**config.mk**
```make
export PLATFORM = sky130hd
export DESIGN_NAME = server_select_balancer
export DESIGN_NICKNAME = d
export VERILOG_FILES = /design/src/sv/lbal_pkg.sv /design/src/sv/lbal_div.sv /design/src/sv/server_select_balancer.sv
export SDC_FILE = /design/constraint.sdc
export NUM_CORES = 2
export LEC_CHECK = 0
export BUFFER_PORTS_ARGS = -buffer_cell sky130_fd_sc_hd__buf_2
export CORE_UTILIZATION = 35
export DETAILED_ROUTE_END_ITERATION = 10
export PLACE_DENSITY = 0.51
export SLEW_MARGIN = 0
export SYNTH_ARGS = -nofsm -noshare
export SYNTH_HDL_FRONTEND = slang
export SYNTH_SLANG_ARGS = --single-unit
```
**constraint.sdc**
```tcl
create_clock -name clk_i -period 22.2 [get_ports clk_i]
set_input_delay 4.44 -clock clk_i [delete_from_list [all_inputs] [get_ports clk_i]]
set_output_delay 4.44 -clock clk_i [all_outputs]
set_load 0.05 [all_outputs]
```
**src/sv/lbal_pkg.sv**
```systemverilog
// ----------------------------------------------------------------------------
// lbal_pkg: shared types and constants for the server select balancer
// Table sizes, field codes, register map and the scoring function.
// ----------------------------------------------------------------------------
package lbal_pkg;

  localparam int MaxServers = 16;
  localparam int IdxW       = $clog2(MaxServers);
  localparam int CntW       = $clog2(MaxServers + 1);
  localparam int ScoreW     = 16;   // max weight*409 times 16 entries fits
  localparam int DivNumW    = 32;
  localparam int DivDenW    = ScoreW;

  localparam logic [3:0]  MaxWeight   = 4'd10;
  localparam logic [8:0]  ScoreFactor = 9'd409;
  localparam logic [31:0] RetryReset  = 32'd600000;
  localparam logic [31:0] OvlReset    = 32'd4096;

  // item kinds
  localparam logic [1:0] KindSelect    = 2'd0;
  localparam logic [1:0] KindRegister  = 2'd1;
  localparam logic [1:0] KindDown      = 2'd2;
  localparam logic [1:0] KindHeartbeat = 2'd3;

  // balance rules
  localparam logic [1:0] RuleUnset    = 2'd0;
  localparam logic [1:0] RuleRound    = 2'd1;
  localparam logic [1:0] RuleWeighted = 2'd2;
  localparam logic [1:0] RuleIpHash   = 2'd3;

  // register indexes (byte address bits [3:2])
  localparam logic [1:0] RegRule  = 2'd0;
  localparam logic [1:0] RegRetry = 2'd1;
  localparam logic [1:0] RegOvl   = 2'd2;

  typedef struct packed {
    logic               start;
    logic [DivNumW-1:0] num;
    logic [DivDenW-1:0] den;
  } div_req_t;

  typedef struct packed {
    logic               done;
    logic [DivDenW-1:0] rem;
  } div_rsp_t;

  function automatic logic [ScoreW-1:0] score(input logic [3:0] weight,
                                              input logic down,
                                              input logic ovl,
                                              input logic [31:0] backlog);
    logic [12:0] base;
    logic [ScoreW-1:0] s;
    base = 13'(weight * ScoreFactor);
    s    = '0;
    if (!down && !ovl && ({19'd0, base} > backlog)) begin
      s = ScoreW'(base - backlog[12:0]);
    end
    return s;
  endfunction

endpackage

```
**src/sv/lbal_div.sv**
```systemverilog
// ----------------------------------------------------------------------------
// lbal_div: iterative remainder unit
// Restoring division, one quotient bit per cycle; returns the remainder.
// ----------------------------------------------------------------------------
module lbal_div (
  input  logic                clk_i,
  input  logic                rst_ni,
  input  lbal_pkg::div_req_t  req_i,
  output lbal_pkg::div_rsp_t  rsp_o
);
  import lbal_pkg::*;

  localparam int StepW = $clog2(DivNumW + 1);

  logic               busy_q, busy_d;
  logic [StepW-1:0]   cnt_q, cnt_d;
  logic [DivNumW-1:0] num_q, num_d;
  logic [DivDenW-1:0] den_q, den_d;
  logic [DivDenW-1:0] rem_q, rem_d;
  logic               done_q, done_d;
  logic [DivDenW:0]   trial;

  assign trial = {rem_q, num_q[DivNumW-1]};

  always_comb begin
    busy_d = busy_q;
    cnt_d  = cnt_q;
    num_d  = num_q;
    den_d  = den_q;
    rem_d  = rem_q;
    done_d = 1'b0;
    if (req_i.start) begin
      busy_d = 1'b1;
      cnt_d  = StepW'(DivNumW);
      num_d  = req_i.num;
      den_d  = req_i.den;
      rem_d  = '0;
    end else if (busy_q) begin
      num_d = {num_q[DivNumW-2:0], 1'b0};
      if (trial >= {1'b0, den_q}) begin
        rem_d = DivDenW'(trial - {1'b0, den_q});
      end else begin
        rem_d = trial[DivDenW-1:0];
      end
      cnt_d = cnt_q - 1'b1;
      if (cnt_q == StepW'(1)) begin
        busy_d = 1'b0;
        done_d = 1'b1;
      end
    end
  end

  always_ff @(posedge clk_i or negedge rst_ni) begin
    if (!rst_ni) begin
      busy_q <= 1'b0;
      cnt_q  <= '0;
      done_q <= 1'b0;
    end else begin
      busy_q <= busy_d;
      cnt_q  <= cnt_d;
      done_q <= done_d;
    end
  end

  always_ff @(posedge clk_i) begin
    num_q <= num_d;
    den_q <= den_d;
    rem_q <= rem_d;
  end

  assign rsp_o.done = done_q;
  assign rsp_o.rem  = rem_q;

endmodule

```
**src/sv/server_select_balancer.sv**
```systemverilog
// ----------------------------------------------------------------------------
// server_select_balancer: server table with round robin, weighted and IP hash
// Table updates: input ready again the next cycle. Select: round robin scans
// on from the last choice, one entry a cycle, up to server_count entries;
// weighted sums scores, then the remainder unit, then scans; IP hash uses the
// remainder unit; empty table, unset rule or bad address answer directly.
// One item in flight; input stays blocked until the result transfers.
// Reset (async, low): count and last choice cleared, registers to defaults.
// ----------------------------------------------------------------------------
module server_select_balancer (
  input  logic         clk_i,
  input  logic         rst_ni,
  // input stream
  input  logic         s_axis_tvalid,
  output logic         s_axis_tready,
  // [3:0] server_index, [7:4] new_weight, [39:8] backlog_value,
  // [71:40] source_ip, [72] ip_valid, [104:73] random_word, [152:105] now_ms
  input  logic [159:0] s_axis_tdata,
  input  logic [1:0]   s_axis_tuser,   // [1:0] kind
  // result stream
  output logic         m_axis_tvalid,
  input  logic         m_axis_tready,
  output logic [7:0]   m_axis_tdata,   // [3:0] chosen_server
  output logic         m_axis_tuser,   // [0] found
  // config port
  input  logic         psel,
  input  logic         penable,
  input  logic         pwrite,
  input  logic [3:0]   paddr,
  input  logic [31:0]  pwdata,
  output logic [31:0]  prdata,
  output logic         pready
);
  import lbal_pkg::*;

  localparam logic [2:0] StIdle  = 3'd0;
  localparam logic [2:0] StRound = 3'd1;
  localparam logic [2:0] StWSum  = 3'd2;
  localparam logic [2:0] StWDiv  = 3'd3;
  localparam logic [2:0] StWFind = 3'd4;
  localparam logic [2:0] StIpDiv = 3'd5;

  // config registers
  logic [1:0]  rule_q;
  logic [31:0] retry_q, ovl_q;
  logic        cfg_wr;

  assign pready = 1'b1;
  assign cfg_wr = psel & penable & pwrite;

  always_ff @(posedge clk_i or negedge rst_ni) begin
    if (!rst_ni) begin
      rule_q  <= RuleUnset;
      retry_q <= RetryReset;
      ovl_q   <= OvlReset;
    end else if (cfg_wr) begin
      case (paddr[3:2])
        RegRule:  rule_q  <= pwdata[1:0];
        RegRetry: retry_q <= pwdata;
        RegOvl:   ovl_q   <= pwdata;
        default: ;
      endcase
    end
  end

  always_comb begin
    case (paddr[3:2])
      RegRule:  prdata = {30'd0, rule_q};
      RegRetry: prdata = retry_q;
      RegOvl:   prdata = ovl_q;
      default:  prdata = '0;
    endcase
  end

  // input unpack
  logic [1:0]  in_kind;
  logic [3:0]  in_sidx, in_wgt;
  logic [31:0] in_backlog, in_ip, in_rnd;
  logic        in_ipok;
  logic [47:0] in_now;

  assign in_kind    = s_axis_tuser;
  assign in_sidx    = s_axis_tdata[3:0];
  assign in_wgt     = s_axis_tdata[7:4];
  assign in_backlog = s_axis_tdata[39:8];
  assign in_ip      = s_axis_tdata[71:40];
  assign in_ipok    = s_axis_tdata[72];
  assign in_rnd     = s_axis_tdata[104:73];
  assign in_now     = s_axis_tdata[152:105];

  // server table: flops, one sequencer-chosen read per cycle
  logic [3:0]  weight_q  [MaxServers];
  logic        down_q    [MaxServers];
  logic [47:0] dtime_q   [MaxServers];
  logic [31:0] backlog_q [MaxServers];
  logic        ovlf_q    [MaxServers];

  logic [CntW-1:0] count_q, count_d;
  logic [IdxW-1:0] last_q, last_d;

  // sequencer
  logic [2:0]      state_q, state_d;
  logic [IdxW-1:0] idx_q, idx_d;
  logic [CntW-1:0] step_q, step_d;
  logic [ScoreW-1:0] tot_q, tot_d;
  logic [ScoreW-1:0] r_q, r_d;
  logic [31:0]     rnd_q, rnd_d;
  logic [47:0]     now_q, now_d;

  logic            ov_q, ov_d;
  logic            found_q, found_d;
  logic [IdxW-1:0] chosen_q, chosen_d;

  logic accept;
  assign s_axis_tready = (state_q == StIdle) && !ov_q;
  assign accept        = s_axis_tvalid & s_axis_tready;

  // round robin candidate
  logic [CntW-1:0] nxt_wide;
  logic [IdxW-1:0] nidx;
  logic [48:0]     retry_at;
  logic            usable;
  assign nxt_wide = CntW'(idx_q) + 1'b1;
  assign nidx     = (nxt_wide >= count_q) ? '0 : nxt_wide[IdxW-1:0];
  assign retry_at = {1'b0, dtime_q[nidx]} + {17'd0, retry_q};
  assign usable   = (weight_q[nidx] != 4'd0) &&
                    (!down_q[nidx] || ({1'b0, now_q} >= retry_at));

  // weighted score at idx
  logic [ScoreW-1:0] cur_score, cum;
  assign cur_score = score(weight_q[idx_q], down_q[idx_q], ovlf_q[idx_q],
                           backlog_q[idx_q]);
  assign cum       = tot_q + cur_score;

  div_req_t div_req;
  div_rsp_t div_rsp;

  lbal_div u_div (
    .clk_i (clk_i),
    .rst_ni(rst_ni),
    .req_i (div_req),
    .rsp_o (div_rsp)
  );

  logic last_idx;
  assign last_idx = (CntW'(idx_q) + 1'b1) == count_q;

  // table write controls
  logic            tw_reg, tw_down, tw_hb, tw_clr;
  logic [IdxW-1:0] tw_idx;

  always_comb begin
    state_d  = state_q;
    idx_d    = idx_q;
    step_d   = step_q;
    tot_d    = tot_q;
    r_d      = r_q;
    rnd_d    = rnd_q;
    now_d    = now_q;
    count_d  = count_q;
    last_d   = last_q;
    ov_d     = ov_q;
    found_d  = found_q;
    chosen_d = chosen_q;
    div_req  = '0;
    tw_reg   = 1'b0;
    tw_down  = 1'b0;
    tw_hb    = 1'b0;
    tw_clr   = 1'b0;
    tw_idx   = in_sidx;

    if (ov_q && m_axis_tready) begin
      ov_d = 1'b0;
    end

    case (state_q)
      StIdle: begin
        if (accept) begin
          case (in_kind)
            KindRegister: begin
              if (in_wgt <= MaxWeight && count_q < CntW'(MaxServers)) begin
                tw_reg  = 1'b1;
                tw_idx  = count_q[IdxW-1:0];
                count_d = count_q + 1'b1;
                last_d  = '0;
              end
            end
            KindDown: begin
              tw_down = CntW'(in_sidx) < count_q;
            end
            KindHeartbeat: begin
              tw_hb = CntW'(in_sidx) < count_q;
            end
            default: begin
              // select: quick answers land straight in the output register
              rnd_d    = in_rnd;
              now_d    = in_now;
              found_d  = count_q != '0;
              chosen_d = '0;
              if (count_q == '0) begin
                ov_d = 1'b1;
              end else begin
                case (rule_q)
                  RuleRound: begin
                    idx_d   = last_q;
                    step_d  = '0;
                    state_d = StRound;
                  end
                  RuleWeighted: begin
                    idx_d   = '0;
                    tot_d   = '0;
                    state_d = StWSum;
                  end
                  RuleIpHash: begin
                    if (in_ipok) begin
                      div_req.start = 1'b1;
                      div_req.num   = in_ip;
                      div_req.den   = DivDenW'(count_q);
                      state_d       = StIpDiv;
                    end else begin
                      ov_d = 1'b1;
                    end
                  end
                  default: ov_d = 1'b1;
                endcase
              end
            end
          endcase
        end
      end

      StRound: begin
        if (usable) begin
          tw_clr   = 1'b1;
          tw_idx   = nidx;
          last_d   = nidx;
          chosen_d = nidx;
          ov_d     = 1'b1;
          state_d  = StIdle;
        end else begin
          idx_d  = nidx;
          step_d = step_q + 1'b1;
          if (step_q + 1'b1 == count_q) begin
            ov_d    = 1'b1;
            state_d = StIdle;
          end
        end
      end

      StWSum: begin
        tot_d = cum;
        idx_d = idx_q + 1'b1;
        if (last_idx) begin
          if (cum == '0) begin
            ov_d    = 1'b1;
            state_d = StIdle;
          end else begin
            div_req.start = 1'b1;
            div_req.num   = rnd_q;
            div_req.den   = cum;
            state_d       = StWDiv;
          end
        end
      end

      StWDiv: begin
        if (div_rsp.done) begin
          r_d     = div_rsp.rem;
          idx_d   = '0;
          tot_d   = '0;
          state_d = StWFind;
        end
      end

      StWFind: begin
        tot_d = cum;
        idx_d = idx_q + 1'b1;
        if (cum > r_q) begin
          last_d   = idx_q;
          chosen_d = idx_q;
          ov_d     = 1'b1;
          state_d  = StIdle;
        end else if (last_idx) begin
          ov_d    = 1'b1;
          state_d = StIdle;
        end
      end

      StIpDiv: begin
        if (div_rsp.done) begin
          last_d   = div_rsp.rem[IdxW-1:0];
          chosen_d = div_rsp.rem[IdxW-1:0];
          ov_d     = 1'b1;
          state_d  = StIdle;
        end
      end

      default: state_d = StIdle;
    endcase
  end

  always_ff @(posedge clk_i or negedge rst_ni) begin
    if (!rst_ni) begin
      state_q <= StIdle;
      count_q <= '0;
      last_q  <= '0;
      ov_q    <= 1'b0;
    end else begin
      state_q <= state_d;
      count_q <= count_d;
      last_q  <= last_d;
      ov_q    <= ov_d;
    end
  end

  always_ff @(posedge clk_i) begin
    idx_q    <= idx_d;
    step_q   <= step_d;
    tot_q    <= tot_d;
    r_q      <= r_d;
    rnd_q    <= rnd_d;
    now_q    <= now_d;
    found_q  <= found_d;
    chosen_q <= chosen_d;
    if (tw_reg) begin
      weight_q[tw_idx]  <= in_wgt;
      down_q[tw_idx]    <= 1'b0;
      dtime_q[tw_idx]   <= '0;
      backlog_q[tw_idx] <= '0;
      ovlf_q[tw_idx]    <= 1'b0;
    end
    if (tw_down) begin
      down_q[tw_idx]  <= 1'b1;
      dtime_q[tw_idx] <= in_now;
    end
    if (tw_hb) begin
      down_q[tw_idx]    <= 1'b0;
      backlog_q[tw_idx] <= in_backlog;
      ovlf_q[tw_idx]    <= in_backlog > ovl_q;
    end
    if (tw_clr) begin
      down_q[tw_idx] <= 1'b0;
    end
  end

  assign m_axis_tvalid = ov_q;
  assign m_axis_tuser  = found_q;
  assign m_axis_tdata  = {{(8 - IdxW){1'b0}}, chosen_q};

endmodule

```
; ---- Word level (Yosys, flattened, before mapping)
; Memory sizes are Yosys's and may differ from the RTL's. A register that Yosys moved wholly into a read port is not among the register bits.
; Cells that the tools add are included.
[classes]
muxes = 114
add_sub_neg = 9
n_mul = 1
eq_ne = 34
shifts = 0
bitwise_logic = 10
n_div = 0
n_lt_le_gt_ge = 9
n_reduce_logical = 37
[ops]
columns = op, n
row1 = 2-to-1 mux 49 bit, 7
row2 = 2-to-1 mux 16 bit, 7
row3 = one-hot mux 49 bit (2 select lines), 1
row4 = 2-to-1 mux 32 bit, 3
row5 = one-hot mux 32 bit (3 select lines), 1
row6 = 2-to-1 mux 4 bit, 22
row7 = adder 48 x 32 -> 49 bit, 1
row8 = >= comparator 48 x 49 -> 1 bit, 1
row9 = 2-to-1 mux 48 bit, 1
row10 = one-hot mux 16 bit (3 select lines), 1
row11 = one-hot mux 4 bit (4 select lines), 3
row12 = 2-to-1 mux 1 bit, 42
row13 = 2-to-1 mux 3 bit, 11
row14 = greater-than comparator 13 x 32 -> 1 bit, 1
row15 = greater-than comparator 32 bit, 1
row16 = 2-to-1 mux 5 bit, 5
row17 = one-hot mux 3 bit (6 select lines), 1
row18 = AND reduction 6 bit, 3
row19 = >= comparator 17 x 16 -> 1 bit, 1
row20 = adder 16 bit, 1
row21 = greater-than comparator 16 bit, 1
row22 = zero test 16 bit, 1
row23 = one-hot mux 4 bit (2 select lines), 2
row24 = subtractor 16 bit, 1
row25 = other kinds (48), 95
[word_totals]
elab_cells = 240
n_memories = 5
rom_bits = 0
latchBits = 0
regBits = 277
input_bits = 205
out_inout_bits = 44
ramBits = 1376
[memory_table]
columns = name, depth, word_bits, rd, rd_ports_with_merged_regs, write_ports, line
row1 = dtime_q, 16, 48, 1, 0, 1, server_select_balancer.sv:94  ; logic [47:0] dtime_q [MaxServers];
row2 = backlog_q, 16, 32, 1, 1, 1, server_select_balancer.sv:95  ; logic [31:0] backlog_q [MaxServers];
row3 = weight_q, 16, 4, 2, 1, 1, server_select_balancer.sv:92  ; logic [3:0] weight_q [MaxServers];
row4 = down_q, 16, 1, 2, 1, 1, server_select_balancer.sv:93  ; logic down_q [MaxServers];
row5 = ovlf_q, 16, 1, 1, 1, 1, server_select_balancer.sv:96  ; logic ovlf_q [MaxServers];

; ---- Longest topological paths before layout
; An unclocked memory read counts as a cell.
[logic_depth]
word_depth = 13
ltp_mapped = 46
depth_no_buf = 42

; ---- Hierarchy
; From an unflattened synthesis, not the netlist that was laid out.
[unflattened]
cells_unflattened = 4925
hier_area_um2 = 71066.9
[by_module_without_submodules]
columns = module, cells_each, area_per_inst_um2, n_inst
row1 = server_select_balancer, 4587, 67164.4, 1
row2 = lbal_div, 338, 3902.5, 1

; ---- Least setup slack after synthesis
; No wires, ideal clock.
[synth_timing]
path_type = register to register
from = reg idx_q[1]
to = mem dtime_q[13][0] (enable)
slack_ps = 7819
n_path_buf = 9
path_stages_with_launch = 43
period_less_slack_ps = 14381
arrival_time_ps = 13808
required_ps = 21627
cell_sequence = edfxtp_1 ha_1 xnor2_1 inv_2 buf_2 buf_2 ha_1 a21oi_2 o21ai_2 a21oi_4 buf_4 clkbuf_1 clkbuf_1 clkbuf_1 buf_1 nand3_1 a311oi_1 nor2_1 [... 7 more ...] a221oi_1 nor2_1 or4b_2 xnor2_1 ha_1 nand3_1 nor2_1 nand4_1 or4_1 nor4_1 a211o_1 o41a_1 and2_1 clkbuf_1 a31o_2 o211ai_1 buf_2 nor4_1
[synth_via]
elab_chain_len = 10
elab_cells_between_ends = 14
classes_between = add/sub (2) / order compare (2) / mux (3) / reduce/logical (4) / memory (3)
[synth_rtl]
columns = element, line
row1 = start: declaration, server_select_balancer.sv:103  ; logic [IdxW-1:0] idx_q, idx_d;
row2 = start signal: assignment, server_select_balancer.sv:317  ; idx_q <= idx_d;
row3 = adder 4 x 1 -> 5 bit (*), server_select_balancer.sv:123  ; assign nxt_wide = CntW'(idx_q) + 1'b1;
row4 = >= comparator 5 bit, server_select_balancer.sv:124  ; assign nidx = (nxt_wide >= count_q) ? '0 : nxt_wide[IdxW-1:0];
row5 = 2-to-1 mux 4 bit (*), server_select_balancer.sv:124
row6 = memory (16 x 48 bit), -
row7 = adder 48 x 32 -> 49 bit, server_select_balancer.sv:125  ; assign retry_at = {1'b0, dtime_q[nidx]} + {17'd0, retry_q};
row8 = >= comparator 48 x 49 -> 1 bit, server_select_balancer.sv:127  ; (!down_q[nidx] || ({1'b0, now_q} >= retry_at));
row9 = logical OR 1 bit, server_select_balancer.sv:127
row10 = logical AND 1 bit, server_select_balancer.sv:126  ; assign usable = (weight_q[nidx] != 4'd0) &&
row11 = 2-to-1 mux 4 bit (*), server_select_balancer.sv:233  ; if (usable) begin
row12 = one-hot mux 4 bit (2 select lines) (*), server_select_balancer.sv:176  ; case (state_q)
row13 = end: declaration, server_select_balancer.sv:94
; Mark *: on every way between the ends. The rest lies on a longest branch, timed or not.

; ---- Worst setup path in the final report
[layout_timing]
from = reg idx_q[0]
to = mem dtime_q[14][25] (enable)
; The elaborated chain is that of the path after synthesis.

==> results.toml <==
[finish]
final_cells = 8062
syn2layout_area_growth_pct = 14.9
drive_gt1_share_pct = 16.1
layout.nets = 5634
fin_area_um2 = 82100
utilization_pct = 40.6

[timing]
period_minus_slack_ns = 13.65
finalSetupTns_ns = 0
fin_hold_ws_ns = 0.461
relSlewSlack_pct = 16.9
finalCritPeriodShare_pct = 61.5
fmax_mhz = 73.2
setup_violations = 0
setup_ws_ns = 8.55
fin_skew_ns = 0.0840
tightest_slew_ns = 1.23
slew_viol_final = 0
rsz0062_at_grt = "no"
hold_viol = 0

[critical_path]
rrSetupSlack_ns = 8.55
required_ns = 22.63
end_kind = "flop"
crit_type = "flop to flop"
rr_endpoint = "dtime_q[14][25]"
worstRegToRegCells = 44
cp_common_cell = "buf_4"
critical_path_arrival_ns = 14.08
critical_path.slowest_cell = "buf_4"
reg2reg_from = "idx_q[0]"
cp-start-kind = "flop"
cp_slowest_stage_delay_ns = 0.78
cp_max_fo = 60

[routing]
drt.antenna.violating_nets = 0
totalWireLength_um = 212000
vias = 44159
vias_per_cell = 5.48
first_pass_iters = 5
drcViolationCount = 0
wl_per_cell_um = 26.2
drtIter0Drc = 3467

[clocking]
cts_sinks = 1657
cts_max_path_buffers = 3
clk-insertion-delay-late_ns = 0.87
cts_buffers = 183
postCtsSetupRepairBufs = 0
cts_hold_buf = 0
cts_resized = 0
cts_tree = "built"
h-tree-depth = 4
cts_root_buf = "clkbuf_16"
cts.reportedPaths.clkPinSlew_ns = 0.06

[yosys]
synth.distinct_cells = 101
yosysWarnings = 0
postSynthAreaPerCell_um2 = 14.4
synth_area_um2 = 71500
async_reset_ff_share_pct = 5.25
netlist_instances = 4963
yosysSeqAreaShare_pct = 68.7
synth_edf_count = 1550
ys.flop_type = "edfxtp_1"
synth_seq_cells = 1657

[global_route]
grt_max_degree = 136
globalRouteTotalUtil_pct = 20.3
antenna_found_initial = 26
grt_pass1_wl_um = 305000
grt_pass1_vias = 43525
overflow = 0

[floorplan]
fp.dieW_um = 454
core_area_um2 = 203000
die_y_um = 454
initial_core_util_pct = 35.3
dieArea_um2 = 206000
num_rows = 165
ios = 249

[power_and_ir_drop]
ir_worst_vdd_uv = 170
p_per_area_nw_per_um2 = 148
p_leak_nw = 26.5
power_mw = 12.2

[placement]
dpl-instance-area_um2 = 76200
place.gp.congestion = 0.819
hpwl_um = 127000
port_buffers = 234
dp.cells = 7708
place_ws_ns = 8.60

[min_path]
hold_path_startpoint = "u_div.rem_q[15]"
holdPathStages = 0
hold_class = "flop to flop"
hold_end = "r_q[15]"

[job]
drv_cap = 0

[status]
status = "complete, no violations"
how the worst max path moves through the flow:
stage / start / endpoint
after floorplan: idx_q[1] / dtime_q[13][0]
after global placement: idx_q[0] / dtime_q[14][25]
after detailed placement: idx_q[0] / dtime_q[14][33]
after CTS: idx_q[0] / dtime_q[14][41]
after global routing: idx_q[0] / dtime_q[14][25]
final: idx_q[0] / dtime_q[14][25]
cell type report:
| type | instances | area (um^2) |
|---|---|---|
| antenna | 14 | 35.0 |
| inverter | 158 | 603 |
| timing repair buffer | 339 | 2000 |
| clock buffer | 231 | 4800 |
| clock inverter | 109 | 1150 |
| tap | 2672 | 3340 |
| fill | 18607 | 120000 |
| multi-input combinational | 2882 | 21100 |
| sequential | 1657 | 49100 |
Yosys cell counts, types with 50 or more instances:
master,count,share of area (%)
a21oi_1,148,1.0
nand3_1,154,1.1
mux2i_1,53,0.74
clkbuf_1,183,0.96
edfxtp_1,1550,65
dfrtp_1,78,2.7
inv_1,153,0.80
a21o_1,74,0.78
and2_1,96,0.84
nor4_1,102,0.89
mux2_2,59,0.93
a311oi_1,67,0.82
ha_1,203,3.6
xnor2_1,50,0.61
a221oi_1,140,1.7
nor2_1,203,1.1
nor3_1,164,1.1
o21ai_0,140,0.98
mux4_2,88,2.8
nand2_1,486,2.6
worst max-delay path: cells and delay by family (launching register included):
kind	cells	cell delay [ns]
buffers and inverters	10	3.81
flip-flops	1	0.32
XOR/XNOR	2	0.30
AO/OA/AOI/OAI	15	3.81
AND/OR/NAND/NOR	13	3.61
adder cells (fa/ha/maj)	4	1.21
power by group:
| part | total, mW | switching, mW | internal, mW | leakage [nW] |
|---|---|---|---|---|
| registers | 3.66 | 0.130 | 3.53 | 12.9 |
| clock network | 2.98 | 1.29 | 1.69 | 2.88 |
| logic | 5.56 | 3.55 | 2.01 | 10.7 |
| total | 12.2 | 4.97 | 7.23 | 26.5 |
placed cells by master (no fill, tap or decap), types with 103 or more instances in the layout:
| cell type | count |
|---|---|
| nand2_1 | 485 |
| inv_1 | 152 |
| nand3_1 | 153 |
| buf_2 | 233 |
| nor3_1 | 160 |
| a221oi_1 | 140 |
| o21ai_0 | 138 |
| edfxtp_1 | 1550 |
| clkbuf_16 | 183 |
| buf_4 | 103 |
| a21oi_1 | 148 |
| ha_1 | 203 |
| nor2_1 | 198 |
layer usage:
metal  part of all wire [%]  global-route usage [%]  vias to the layer above
met2                     49                    34.4                     1149
met1                     43                    26.8                    22688
met3                    4.4                    2.65                      314
met4                    3.3                    6.64                        4
li1                       -                       -                    20004
met5                  0.016                       0                        -
state kept, by name, indices dropped and copies added (netlist names), 32 cells and up, named ones only:
name and flops:
dtime_q 768, backlog_q 512, weight_q 64, now_q 48, ovl_q 32, retry_q 32
rnd_q 32, u_div.num_q 32
cells by family after synthesis:
kind of cell	Yosys count	share of synthesized area, %
AO/OA/AOI/OAI	937	9.55
XOR/XNOR	95	1.19
adder cells (fa/ha/maj)	208	3.69
buffers and inverters	427	2.41
flip-flops	1657	68.7
multiplexers	201	4.46
other	2	0.0105
AND/OR/NAND/NOR	1436	9.98
Power figures use the tool's default switching activity.
